## src/hdl/vlbs_pkg.sv

```systemverilog
package vlbs_pkg;

    // default geometry
    localparam int CAPACITY_DEF       = 1024;
    localparam int HEADER_BYTES_DEF   = 4;
    localparam int MAX_ELEM_BYTES_DEF = 8;

    // operation codes
    localparam logic [2:0] OP_PUSH  = 3'd0;
    localparam logic [2:0] OP_POP   = 3'd1;
    localparam logic [2:0] OP_PEEK  = 3'd2;
    localparam logic [2:0] OP_CLEAR = 3'd3;
    localparam logic [2:0] OP_CHECK = 3'd4;

    // status codes
    localparam logic [1:0] ST_OK    = 2'd0;
    localparam logic [1:0] ST_FULL  = 2'd1;
    localparam logic [1:0] ST_EMPTY = 2'd2;

    // input item
    typedef struct packed {
        logic [2:0]  op;
        logic [63:0] data_in;
        logic [3:0]  length;
    } vlbs_in_t;

    // result item
    typedef struct packed {
        logic [1:0]  status;
        logic [63:0] data_out;
        logic [3:0]  out_length;
        logic        is_empty;
        logic        would_be_full;
    } vlbs_out_t;

    // byte memory access request
    typedef struct packed {
        logic en;
        logic we;
    } vlbs_mem_req_t;

endpackage

```

## src/hdl/vlbs_ctrl.sv

```systemverilog
module vlbs_ctrl #(
    parameter int CAPACITY       = vlbs_pkg::CAPACITY_DEF,
    parameter int HEADER_BYTES   = vlbs_pkg::HEADER_BYTES_DEF,
    parameter int MAX_ELEM_BYTES = vlbs_pkg::MAX_ELEM_BYTES_DEF,
    parameter int AW             = $clog2(CAPACITY)
) (
    input  logic                    aclk,
    input  logic                    aresetn,
    input  logic                    in_valid,
    output logic                    in_ready,
    input  vlbs_pkg::vlbs_in_t      in_item,
    output logic                    res_valid,
    input  logic                    res_ready,
    output vlbs_pkg::vlbs_out_t     res_item,
    output vlbs_pkg::vlbs_mem_req_t mem_req,
    output logic [AW-1:0]           mem_addr,
    output logic [7:0]              mem_wdata,
    input  logic [7:0]              mem_rdata
);

    localparam int TW  = $clog2(CAPACITY + 1);
    localparam int SW  = TW + 1;
    localparam int HIW = (HEADER_BYTES > 1) ? $clog2(HEADER_BYTES) : 1;

    localparam logic [TW-1:0] CAP_T = TW'(CAPACITY);
    localparam logic [SW-1:0] CAP_S = SW'(CAPACITY);
    localparam logic [TW-1:0] HB_T  = TW'(HEADER_BYTES);
    localparam logic [SW-1:0] HB_S  = SW'(HEADER_BYTES);
    localparam logic [3:0]    HB_4  = 4'(HEADER_BYTES);
    localparam logic [3:0]    MAXL  = 4'(MAX_ELEM_BYTES);

    localparam logic [3:0] S_IDLE  = 4'd0;
    localparam logic [3:0] S_START = 4'd1;
    localparam logic [3:0] S_PUSH  = 4'd2;
    localparam logic [3:0] S_HDR   = 4'd3;
    localparam logic [3:0] S_HWAIT = 4'd4;
    localparam logic [3:0] S_SAT   = 4'd5;
    localparam logic [3:0] S_DATA  = 4'd6;
    localparam logic [3:0] S_DWAIT = 4'd7;
    localparam logic [3:0] S_OUT   = 4'd8;

    logic [3:0]    state_reg;
    logic [TW-1:0] top_reg;
    logic [2:0]    op_reg;
    logic [63:0]   data_reg;
    logic [3:0]    len_reg;
    logic [3:0]    cnt_reg;
    logic [SW-1:0] base_reg;
    logic [3:0]    n_reg;
    logic [1:0]    status_reg;
    logic          wbf_reg;
    logic          rd_en_reg;
    logic          rd_hdr_reg;
    logic [3:0]    rd_slot_reg;
    logic          rd_oob_reg;
    logic [7:0]    hdr_b [HEADER_BYTES];
    logic [7:0]    dat_b [8];

    logic [3:0]    in_len_sat;
    logic [SW-1:0] need_s;
    logic          fits;
    logic [SW-1:0] push_top_s;
    logic [SW-1:0] addr_s;
    logic          hdr_oob;
    logic [31:0]   hdr_val;
    logic [3:0]    stored_c;
    logic [TW-1:0] room;
    logic [TW-1:0] room_h;
    logic [3:0]    stored2;
    logic [3:0]    n_c;
    logic [SW-1:0] pop_top_s;
    logic [TW-1:0] pop_top;
    logic [3:0]    wsel;
    logic [7:0]    cap_byte;

    // request length clipped to the element limit
    assign in_len_sat = (in_item.length > MAXL) ? MAXL : in_item.length;

    // room check for push and check
    assign need_s     = HB_S + SW'(len_reg);
    assign fits       = SW'(top_reg) >= need_s;
    assign push_top_s = SW'(top_reg) - need_s;

    // header value and stored length clipping
    always_comb begin
        hdr_val = '0;
        for (int i = 0; i < HEADER_BYTES; i++) begin
            hdr_val[8*i +: 8] = hdr_b[i];
        end
    end

    assign stored_c  = (hdr_val > 32'(MAX_ELEM_BYTES)) ? MAXL : hdr_val[3:0];
    assign room      = CAP_T - top_reg;
    assign room_h    = (room > HB_T) ? (room - HB_T) : '0;
    assign stored2   = (TW'(stored_c) > room_h) ? room_h[3:0] : stored_c;
    assign n_c       = (len_reg < stored2) ? len_reg : stored2;
    assign pop_top_s = SW'(top_reg) + HB_S + SW'(stored2);
    assign pop_top   = (pop_top_s > CAP_S) ? CAP_T : pop_top_s[TW-1:0];

    // memory request per state
    assign wsel = cnt_reg - HB_4;

    always_comb begin
        mem_req   = '0;
        mem_wdata = '0;
        addr_s    = '0;
        hdr_oob   = 1'b0;
        case (state_reg)
            S_PUSH: begin
                mem_req.en = 1'b1;
                mem_req.we = 1'b1;
                addr_s     = base_reg + SW'(cnt_reg);
                if (cnt_reg < HB_4) begin
                    mem_wdata = (cnt_reg == 4'd0) ? {4'd0, len_reg} : 8'd0;
                end else begin
                    mem_wdata = data_reg[8*wsel[2:0] +: 8];
                end
            end
            S_HDR: begin
                addr_s     = SW'(top_reg) + SW'(cnt_reg);
                hdr_oob    = addr_s >= CAP_S;
                mem_req.en = !hdr_oob;
            end
            S_DATA: begin
                mem_req.en = 1'b1;
                addr_s     = base_reg + SW'(cnt_reg);
            end
            default: begin
                mem_req = '0;
            end
        endcase
    end

    assign mem_addr = addr_s[AW-1:0];
    assign cap_byte = rd_oob_reg ? 8'd0 : mem_rdata;

    // sequencer
    always_ff @(posedge aclk) begin
        if (!aresetn) begin
            state_reg <= S_IDLE;
            top_reg   <= CAP_T;
            rd_en_reg <= 1'b0;
        end else begin
            // a read issued in this cycle is captured in the next one
            rd_en_reg <= (state_reg == S_HDR) || (state_reg == S_DATA);

            // capture read data in the cycle after the request
            if (rd_en_reg) begin
                if (rd_hdr_reg) begin
                    hdr_b[rd_slot_reg[HIW-1:0]] <= cap_byte;
                end else begin
                    dat_b[rd_slot_reg[2:0]] <= cap_byte;
                end
            end

            case (state_reg)
                S_IDLE: begin
                    if (in_valid) begin
                        op_reg    <= in_item.op;
                        data_reg  <= in_item.data_in;
                        len_reg   <= in_len_sat;
                        state_reg <= S_START;
                    end
                end
                S_START: begin
                    status_reg <= vlbs_pkg::ST_OK;
                    wbf_reg    <= 1'b0;
                    n_reg      <= '0;
                    cnt_reg    <= '0;
                    for (int i = 0; i < 8; i++) begin
                        dat_b[i] <= '0;
                    end
                    case (op_reg)
                        vlbs_pkg::OP_PUSH: begin
                            if (fits) begin
                                base_reg  <= push_top_s;
                                state_reg <= S_PUSH;
                            end else begin
                                status_reg <= vlbs_pkg::ST_FULL;
                                state_reg  <= S_OUT;
                            end
                        end
                        vlbs_pkg::OP_POP, vlbs_pkg::OP_PEEK: begin
                            if (top_reg >= CAP_T) begin
                                status_reg <= vlbs_pkg::ST_EMPTY;
                                state_reg  <= S_OUT;
                            end else begin
                                state_reg <= S_HDR;
                            end
                        end
                        vlbs_pkg::OP_CLEAR: begin
                            top_reg   <= CAP_T;
                            state_reg <= S_OUT;
                        end
                        vlbs_pkg::OP_CHECK: begin
                            wbf_reg   <= !fits;
                            state_reg <= S_OUT;
                        end
                        default: begin
                            state_reg <= S_OUT;
                        end
                    endcase
                end
                S_PUSH: begin
                    if (cnt_reg == HB_4 + len_reg - 4'd1) begin
                        top_reg   <= base_reg[TW-1:0];
                        state_reg <= S_OUT;
                    end else begin
                        cnt_reg <= cnt_reg + 4'd1;
                    end
                end
                S_HDR: begin
                    rd_hdr_reg  <= 1'b1;
                    rd_slot_reg <= cnt_reg;
                    rd_oob_reg  <= hdr_oob;
                    if (cnt_reg == HB_4 - 4'd1) begin
                        cnt_reg   <= '0;
                        state_reg <= S_HWAIT;
                    end else begin
                        cnt_reg <= cnt_reg + 4'd1;
                    end
                end
                S_HWAIT: begin
                    state_reg <= S_SAT;
                end
                S_SAT: begin
                    n_reg    <= n_c;
                    base_reg <= SW'(top_reg) + HB_S;
                    cnt_reg  <= '0;
                    if (op_reg == vlbs_pkg::OP_POP) begin
                        top_reg <= pop_top;
                    end
                    state_reg <= (n_c == 4'd0) ? S_OUT : S_DATA;
                end
                S_DATA: begin
                    rd_hdr_reg  <= 1'b0;
                    rd_slot_reg <= cnt_reg;
                    rd_oob_reg  <= 1'b0;
                    if (cnt_reg == n_reg - 4'd1) begin
                        state_reg <= S_DWAIT;
                    end else begin
                        cnt_reg <= cnt_reg + 4'd1;
                    end
                end
                S_DWAIT: begin
                    state_reg <= S_OUT;
                end
                S_OUT: begin
                    if (res_ready) begin
                        state_reg <= S_IDLE;
                    end
                end
                default: begin
                    state_reg <= S_IDLE;
                end
            endcase
        end
    end

    // result assembly
    always_comb begin
        res_item               = '0;
        res_item.status        = status_reg;
        res_item.out_length    = n_reg;
        res_item.is_empty      = top_reg >= CAP_T;
        res_item.would_be_full = wbf_reg;
        for (int i = 0; i < 8; i++) begin
            res_item.data_out[8*i +: 8] = dat_b[i];
        end
    end

    assign in_ready  = state_reg == S_IDLE;
    assign res_valid = state_reg == S_OUT;

endmodule

```

## config.mk

```make
export PLATFORM = sky130hd
export DESIGN_NAME = vlbs_ctrl
export DESIGN_NICKNAME = d
export VERILOG_FILES = /design/src/hdl/vlbs_pkg.sv /design/src/hdl/vlbs_ctrl.sv
export SDC_FILE = /design/constraint.sdc
export NUM_CORES = 1
export LEC_CHECK = 0
export BUFFER_PORTS_ARGS = -buffer_cell sky130_fd_sc_hd__buf_2
export CORE_MARGIN = 4
export CORE_UTILIZATION = 57
export CTS_CLUSTER_SIZE = 20
export DETAILED_ROUTE_END_ITERATION = 16
export PLACE_DENSITY = 0.78
export SYNTH_ARGS = -nofsm -noshare
export SYNTH_HDL_FRONTEND = slang
export SYNTH_SLANG_ARGS = --single-unit
```

## constraint.sdc

```tcl
create_clock -name aclk -period 5.9 [get_ports aclk]
set_input_delay 0.885 -clock aclk [delete_from_list [all_inputs] [get_ports aclk]]
set_output_delay 0.885 -clock aclk [all_outputs]
set_load 0.005 [all_outputs]
```

# After elaboration in Yosys (flattened, before gate mapping)

Memories as Yosys holds them, arrays and structs flattened.
Index checks and enable logic that the tools add are counted.

Word-level logic and storage cells: 140
Input port bits: 83
Memory bits (writable): 96
Register bits: 114
Memories kept: 2

Memory list:

| memory | words | width | rd ports | clocked after Yosys merged registers in | write ports | line            | source |
|---|---|---|---|---|---|---|---|
| dat_b  | 8     | 8     | 8        | 0                                       | 9           | vlbs_ctrl.sv:57 | `logic [7:0] dat_b [8];` |
| hdr_b  | 4     | 8     | 4        | 0                                       | 1           | vlbs_ctrl.sv:56 | `logic [7:0] hdr_b [HEADER_BYTES];` |

Mux-type cells: 50
Reduce and logical (&&, ||, !) cells: 24
Order comparisons: 10
Shift-type cells: 1
Add/subtract/negate cells: 13
Equality and inequality tests: 26

Operators by type and width:

| operator              | number |
|---|---|
| $mux 11               | 7 |
| $shiftx 64x7->8       | 1 |
| $mux 4                | 15 |
| $pmux 4 s9            | 1 |
| $pmux 11 s3           | 1 |
| $gt 32x4->1 const B   | 1 |
| $mux 8                | 3 |
| $pmux 11 s2           | 1 |
| $pmux 10 s2           | 1 |
| $eq 4x3->1 const B    | 4 |
| $pmux 4 s2            | 2 |
| $pmux 4 s4            | 1 |
| $mux 1                | 13 |
| $add 11x3->12 const B | 1 |
| $add 11x4->12         | 1 |
| $add 12x4->12         | 1 |
| $eq 4x2->1 const B    | 3 |
| $ge 12x11->1 const B  | 1 |
| $gt 12x11->1 const B  | 1 |
| $logic_not 4->1       | 3 |
| $ne 2x2->1 const B    | 6 |
| $reduce_and 4->1      | 3 |
| $ge 11x11->1 const B  | 1 |
| $ge 11x5->1           | 1 |
| other kinds (34)      | 51 |

# Logic depth before layout (Yosys ltp)

Gate-level depths: netlist (run 1).

Depth in word-level cells: 10
Mapped depth: 29

# Least setup slack after synthesis (run 1)

No wires, ideal clock.

Path type: register to register
Start: register top_reg[1]
End: register top_reg[4]
Cell stages (with the launch flop): 24
Path slack: 0.669 ns
Data required time: 5.814 ns
Path buffers: 1
Data arrival time: 5.145 ns
Library setup time: 0.086 ns
Cell sequence: dfxtp_1 > inv_1 > ha_1 > nand3b_1 > a2111oi_2 > o21ai_1 > o21ai_0 > buf_4 > nand2_1 > nand2_1 > ha_1 > nor2b_1 > o21ai_0 > a21oi_1 > and4b_1 > a22o_1 > ha_1 > a21o_1 > a21oi_1 > xnor2_1 > or4b_2 > o41ai_4 > a32oi_1 > a211oi_1

Word-level cells in the longest chain between the ends: 10
Elaborated cells between the ends (all ways): 12

RTL lines:

| element                                      | line             | source |
|---|---|---|
| from (decl)                                  | vlbs_ctrl.sv:43  | `logic [TW-1:0] top_reg;` |
| from (signal assigned)                       | vlbs_ctrl.sv:206 | `top_reg <= base_reg[TW-1:0];` |
| from (signal assigned)                       | vlbs_ctrl.sv:231 | `top_reg <= pop_top;` |
| $sub 11x11->11                               | vlbs_ctrl.sv:93  | `assign room = CAP_T - top_reg;` |
| $sub 11x3->11 or $gt 11x3->1 (tied branches) | vlbs_ctrl.sv:94  | `assign room_h = (room > HB_T) ? (room - HB_T) : '0;` |
| $mux 11                                      | vlbs_ctrl.sv:94  |  |
| $gt 4x11->1                                  | vlbs_ctrl.sv:95  | `assign stored2 = (TW'(stored_c) > room_h) ? room_h[3:0] : stored_c;` |
| $mux 4                                       | vlbs_ctrl.sv:95  |  |
| $add 12x4->12 *                              | vlbs_ctrl.sv:97  | `assign pop_top_s = SW'(top_reg) + HB_S + SW'(stored2);` |
| $gt 12x11->1                                 | vlbs_ctrl.sv:98  | `assign pop_top = (pop_top_s > CAP_S) ? CAP_T : pop_top_s[TW-1:0];` |
| $mux 11 *                                    | vlbs_ctrl.sv:98  |  |
| $mux 11 *                                    | vlbs_ctrl.sv:230 | `if (op_reg == vlbs_pkg::OP_POP) begin` |
| $pmux 11 s3 *                                | vlbs_ctrl.sv:156 | `case (state_reg)` |

Every way passes the cells marked *; elsewhere a longest branch is shown, timed or not. The select of a mux whose other input is x is not followed.
A chain may end at the register's enable or synchronous reset.

# Worst setup path after layout (run 1)

Start: register top_reg[1]
End: register top_reg[7]

The elaborated chain is that of the path after synthesis.

==> results of run 1 <==
==> power by group <==
part	internal (W)	switching (W)
Sequential	0.00161	0.0000358
Clock	0.000689	0.000545
Combinational	0.000236	0.000337
Total	0.00254	0.000917
==> worst max-delay path, cell delays in order, from the launching register on <==
cell and delay [ns]:
dfxtp_1 0.31, inv_1 0.21, ha_4 0.23, nand2_1 0.09, o311ai_0 0.29, and3_1 0.30
o22ai_4 0.11, nand2_2 0.13, nand2_1 0.08, ha_1 0.28, nor2b_1 0.11, o21ai_0 0.09
a21oi_2 0.31, and4b_1 0.27, a22o_1 0.22, ha_1 0.25, a21o_1 0.17, a21oi_1 0.24
xnor2_1 0.12, or4b_2 0.70, o41ai_4 0.35, buf_4 0.20, nand2_1 0.15, a21boi_0 0.22
==> path summary, 6_finish.rpt <==
| check | startpoint | to | slack [ns] | cells after the start |
|---|---|---|---|---|
| max | top_reg[1]$_SDFFE_PN0P_ | top_reg[7]$_SDFFE_PN0P_ | 0.39 | 23 |
| min | dat_b[6][1]$_SDFFE_PP0P_ | dat_b[6][1]$_SDFFE_PP0P_ | 0.48 | 2 |
| min reg2reg | dat_b[6][1]$_SDFFE_PP0P_ | dat_b[6][1]$_SDFFE_PP0P_ | 0.48 | 2 |
| max reg2reg | top_reg[1]$_SDFFE_PN0P_ | top_reg[7]$_SDFFE_PN0P_ | 0.39 | 23 |
==> per-layer routing <==
| layer | vias to the layer above | wire, um |
|---|---|---|
| met3 | 55 | 2150 |
| met4 | 2 | 734 |
| li1 | 3768 | - |
| met5 | - | 12 |
| met2 | 329 | 12400 |
| met1 | 3810 | 11100 |
==> cell type report <==
cell class	instances	area, um2	share of cell area
Clock buffer	27	572	0.0464
Sequential cell	210	5510	0.446
Timing Repair Buffer	197	1040	0.0842
Inverter	30	113	0.00913
Multi-Input combinational cell	650	4750	0.385
Tap cell	229	287	0.0232
Clock inverter	10	63.8	0.00517
==> stage by stage <==
stage	cells	total power, W	hold WS, ns	setup WS [ns]
6_report	1353	0.00345	0.484	0.389
3_3_place_gp	1314	0.00221	0.469	0.339
2_1_floorplan	947	0.00207	0.482	0.669
5_1_grt	1353	0.00361	0.510	0.0341
3_5_place_dp	1314	0.00222	0.474	0.170
4_1_cts	1351	0.00345	0.490	0.174
==> cell usage after synthesis (7+ instances only) <==
master	count	share of area
a211oi_1	7	0.0050
a21o_1	9	0.0064
a21oi_1	41	0.019
a22oi_1	7	0.0050
and2_1	9	0.0053
and3_1	8	0.0047
clkbuf_1	42	0.015
dfxtp_1	80	0.15
edfxtp_1	130	0.37
ha_1	34	0.040
inv_1	27	0.0096
mux2i_1	65	0.062
mux4_2	16	0.034
nand2_1	45	0.016
nand3_1	15	0.0071
nor2_1	130	0.046
nor2b_1	27	0.016
nor3_1	20	0.0095
nor4_1	10	0.0059
o21ai_0	23	0.011
o22ai_1	8	0.0047
or3_1	10	0.0059
xnor2_1	43	0.036
xor2_1	19	0.016
==> repair_timing <==
item,CTS,global route
endpoints found under the setup margin,0,14
setup buffers,0,2
resized for setup,0,7
==> cells by family (layout without fill, tap and decap cells) <==
group | Yosys count | count (layout) | share of synthesized area
buf+inv | 87 | 264 | 0.0334
xor+xnor | 62 | 62 | 0.0514
simple gates | 318 | 318 | 0.152
mux | 81 | 81 | 0.0957
compound gates | 151 | 151 | 0.0991
flops | 210 | 210 | 0.521
fa+ha+maj | 38 | 38 | 0.0478
==> metrics, run 1 <==
status finished, final reports clean; Critical Path AT 5.93 ns; total CTS buffers 21; Clock Latency Late Sink 0.50 ns; initial DRC count 668; first-pass GRT wire length 41.3 mm; actual slew at the worst max-slew pin 1.16 ns; Async S/R FF share, synth 0; antenna violations before repair 1; Post-Route Skew 0.0104 ns; clk sinks 210; layout cells sized above 1 0.246; Final Hold Fails 0; Synth warnings 0; worst vdd rail ir drop 228 uV; H-tree depth 1; Final min period 5.51 ns; total power density per cell area 280 nW/um2; Core Area 18100 um2; setup TNS 0 ns; number of synthesized flops with an enable pin 130; GRT Residual Overflow 0; largest net degree at the start of global routing 72; area of placed instances 11600 um2; Worst Path Max Fanout 9; port bufs 176; CP Class flop to flop; Post-synth top flop edfxtp_1; most common cell after layout, fill and taps aside buf_2; met3 Use GR 0.0519; Seq cells post-synth 210; classification of the worst-slack hold path flop to flop; commonest non-fill, non-tap cells in the layout buf_2, nor2_1, edfxtp_1, dfxtp_1, mux2i_1; full die area 20800 um2; Seq/Total Area, Yosys 0.521; # diodes 0; Area growth, synth to finish 16.7%; post-synthesis net count 1068; Worst EP required 6.32 ns; Rows 49; Achievable Freq 0.181 GHz; Max transition margin 0.223; GR peak layer met2; via count 7964; DRT antenna net count 0; Leak 5.19 nW; drt total wl 26.3 mm; Slew Limit Fails 0; detailed-route wire length per cell 19.5 um; vias in the first global route 7743; synth unique cells 77; Tot GR Track Use 0.252; CP startpoint kind flop; CTS tree yes; grt met1 use 0.353; # setup viols final 0; M2 GR Usage 0.401; via/cell ratio 5.89; die width 144 um; Crit. End Element flop; Post-Syn Area 10600 um2; DR pass1 iterations 6; clock-pin slew on the worst setup and hold paths 0.06 ns; max-cap viol count 0; NumNets Final 1231; Util after Layout 0.682; Starting Density 0.584; num ports 177; Synth Instances 947; RSZ-0062 raised after global routing no; final period utilization 0.934; GP Congestion 0.952; Mean Syn Cell Area 11.2 um2; root buf cell clkbuf_16; DP HPWL 19.3 mm; Fillers 1317; Die Height 144 um; post-route DRC violation count 0; final instance area 12300 um2; Hold-fix buffers, CTS 0; Clock Path Buffers 3
Note: power is estimated with default switching activity, not from simulation.
==> inputs of run 2 (changes only) <==
==> config.mk (replaced) <==
export PLATFORM = sky130hd
export DESIGN_NAME = vlbs_ctrl
export DESIGN_NICKNAME = d
export VERILOG_FILES = /design/src/hdl/vlbs_pkg.sv /design/src/hdl/vlbs_ctrl.sv
export SDC_FILE = /design/constraint.sdc
export NUM_CORES = 1
export LEC_CHECK = 0
export CORE_MARGIN = 4
export CORE_UTILIZATION = 64
export CTS_CLUSTER_SIZE = 20
export DETAILED_ROUTE_END_ITERATION = 16
export DONT_BUFFER_PORTS = 1
export MAX_ROUTING_LAYER = met4
export PLACE_DENSITY = 0.8
export SYNTH_ARGS = -nofsm -noshare
export SYNTH_HDL_FRONTEND = slang
export SYNTH_SLANG_ARGS = --single-unit
==> metrics, run 2 (same netlist as run 1, synthesis figures left out) <==
status finished, final reports clean; Final Hold Fails 0 (unchanged); Worst Path Max Fanout 8 (-1); Max transition margin 0.231 (+0.00869); classification of the worst-slack hold path input port to flop; Util after Layout 0.712 (+0.0301); reg2reg path depth 24 (+4.3%); Worst EP required 6.29 ns (-0.03 ns); largest net degree at the start of global routing 72 (unchanged); area taken by multi-input logic gates 4760 um2 (+0.18%); DP HPWL 18.4 mm (-4.9%); Die Height 137 um (-5.3%); post-route DRC violation count 0 (unchanged); NumNets Final 1052 (-15%); vias in the first global route 7086 (-8.5%); Area growth, synth to finish 8.17%; initial DRC count 762 (+14%); sequential cell area 5510 um2 (about the same); CP Class flop to flop; Fillers 1084 (-18%); detailed-route wire length per cell 22.2 um (+14%); layout cells sized above 1 0.106 (-0.140); total CTS buffers 20 (-4.8%); clk sinks 210 (unchanged); GRT Residual Overflow 0 (unchanged); H-tree depth 1 (unchanged); RSZ-0062 raised after global routing no; clock-pin slew on the worst setup and hold paths 0.06 ns (about the same); Post-Layout Cell Count 1161 (-14%); num ports 177 (unchanged); WHS 0.481 ns (-0.00337 ns); Hold-fix buffers, CTS 0 (unchanged); DR pass1 iterations 5 (-1); max-cap viol count 0 (unchanged); GP Congestion 0.909 (-4.6%); antenna violations before repair 1 (unchanged); Rows 46 (-6.1%); via/cell ratio 6.40 (+8.7%); Clock Latency Late Sink 0.50 ns (about the same); Post-Route Skew 0.0160 ns (+0.00566 ns); first-pass GRT wire length 39.3 mm (-4.9%); full die area 18600 um2 (-10%); Starting Density 0.658 (+0.0738); via count 7425 (-6.8%); # setup viols final 0 (unchanged); Slew Limit Fails 0 (unchanged); Final min period 5.55 ns (+0.0422 ns); CP cell instances buf_4 -> nor3_4 -> xnor2_1 -> ha_1 -> nand3_1 -> o22ai_4 -> nand2_2 -> nand2_1 -> ha_1 -> nor2b_1 -> o21ai_1 -> a21oi_2 -> buf_4 -> nand3b_1 -> nand2_1 -> ha_1 -> inv_1 -> fa_1 -> xnor2_1 -> or4b_2 -> o41ai_4 -> buf_4 -> a32oi_1 -> a211oi_1; CP startpoint kind flop; CTS tree yes; Placed Cells 1122 (-15%); final period utilization 0.941 (+0.00716); Clock Path Buffers 3 (unchanged); actual slew at the worst max-slew pin 1.15 ns (-0.0130 ns); Tot GR Track Use 0.281 (+0.0289); Crit. End Element flop; DRT antenna net count 0 (unchanged); commonest non-fill, non-tap cells in the layout nor2_1, edfxtp_1, dfxtp_1, mux2i_1, nand2_1; Crit-path slowest cell or4b_2; WHS Path Cells 0 (-2); Critical Path AT 5.95 ns (+0.02 ns); Achievable Freq 0.180 GHz (-0.76%); die width 137 um (-5.3%); worst vdd rail ir drop 318 uV (+40%); Core Area 16100 um2 (-11%); CP max stage delay 0.68 ns (-0.02 ns); Leak 4.36 nW (-16%); drt total wl 25.8 mm (-2.1%); total power density per cell area 302 nW/um2 (+7.7%); port bufs 0 (-100%); root buf cell clkbuf_16
[run 2: changes by cell type in the layout (fill, tap and decap cells not counted), moves of 2 or more]
cell | previous run | this run
clkinv_2 | 4 | 2
buf_4 | 21 | 19
clkbuf_1 | 3 | 5
buf_2 | 176 | 0
clkinvlp_4 | 3 | 0
a21oi_1 | 40 | 38
a21oi_2 | 1 | 3
clkbuf_2 | 0 | 2
[run 2: what timing repair did]
item	in CTS	in global routing
resized for setup	1	10
setup endpoints to repair	8	14
buffers inserted	0	3
hold endpoints to repair	0	0
pin swaps	0	2
[run 2: power breakdown]
group | switching [W] | internal [W]
clock | 0.000527 | 0.000717
sequential | 0.0000399 | 0.00161
combinational | 0.000328 | 0.000225
[run 2: layout make-up]
cell class,count,share of cell area
Timing Repair Buffer,19,0.0125
Sequential cell,210,0.482
Antenna cell,1,0.000219
Tap cell,216,0.0236
Clock buffer,30,0.0499
Inverter,30,0.00985
Clock inverter,5,0.00569
Multi-Input combinational cell,650,0.417
[run 2: metal layers]
| layer | global-route usage | share of wire | vias to the layer above |
|---|---|---|---|
| met1 | 0.373 | 0.38 | 3564 |
| met3 | 0.0673 | 0.11 | 65 |
| met2 | 0.430 | 0.48 | 388 |
| met4 | 0.0901 | 0.031 | 0 |
| met5 | - | 0 | - |
| li1 | - | - | 3408 |
[run 2: worst paths after layout]
check	from	end	slack, ns
hold reg to reg	dat_b[3][4]$_SDFFE_PP0P_	dat_b[3][4]$_SDFFE_PP0P_	0.53
setup / recovery	top_reg[2]$_SDFFE_PN0P_	top_reg[0]$_SDFFE_PN0P_	0.35
hold / removal	in_item[60]	data_reg[56]$_DFFE_PP_	0.48
setup reg to reg	top_reg[2]$_SDFFE_PN0P_	top_reg[0]$_SDFFE_PN0P_	0.35
[run 2: critical path, delay by kind of cell, from the launching register on]
family          cells  cell delay (ns)
compound gates      6             1.28
xor+xnor            2             0.47
fa+ha+maj           4             1.01
flops               1             0.46
simple gates        8             1.58
buf+inv             4             0.64
[run 2: per-stage QoR]
stage | worst slack (ns) | power [W] | setup TNS [ns] | area [um2]
after global placement | 0.235 | 0.00217 | 0 | 10700
after floorplan | 0.669 | 0.00207 | 0 | 10600
final | 0.347 | 0.00345 | 0 | 11400
after global routing | 0.0161 | 0.00359 | 0 | 11400
after detailed placement | -0.0531 | 0.00218 | -0.165 | 10700
after CTS | 0.0463 | 0.00342 | 0 | 11400
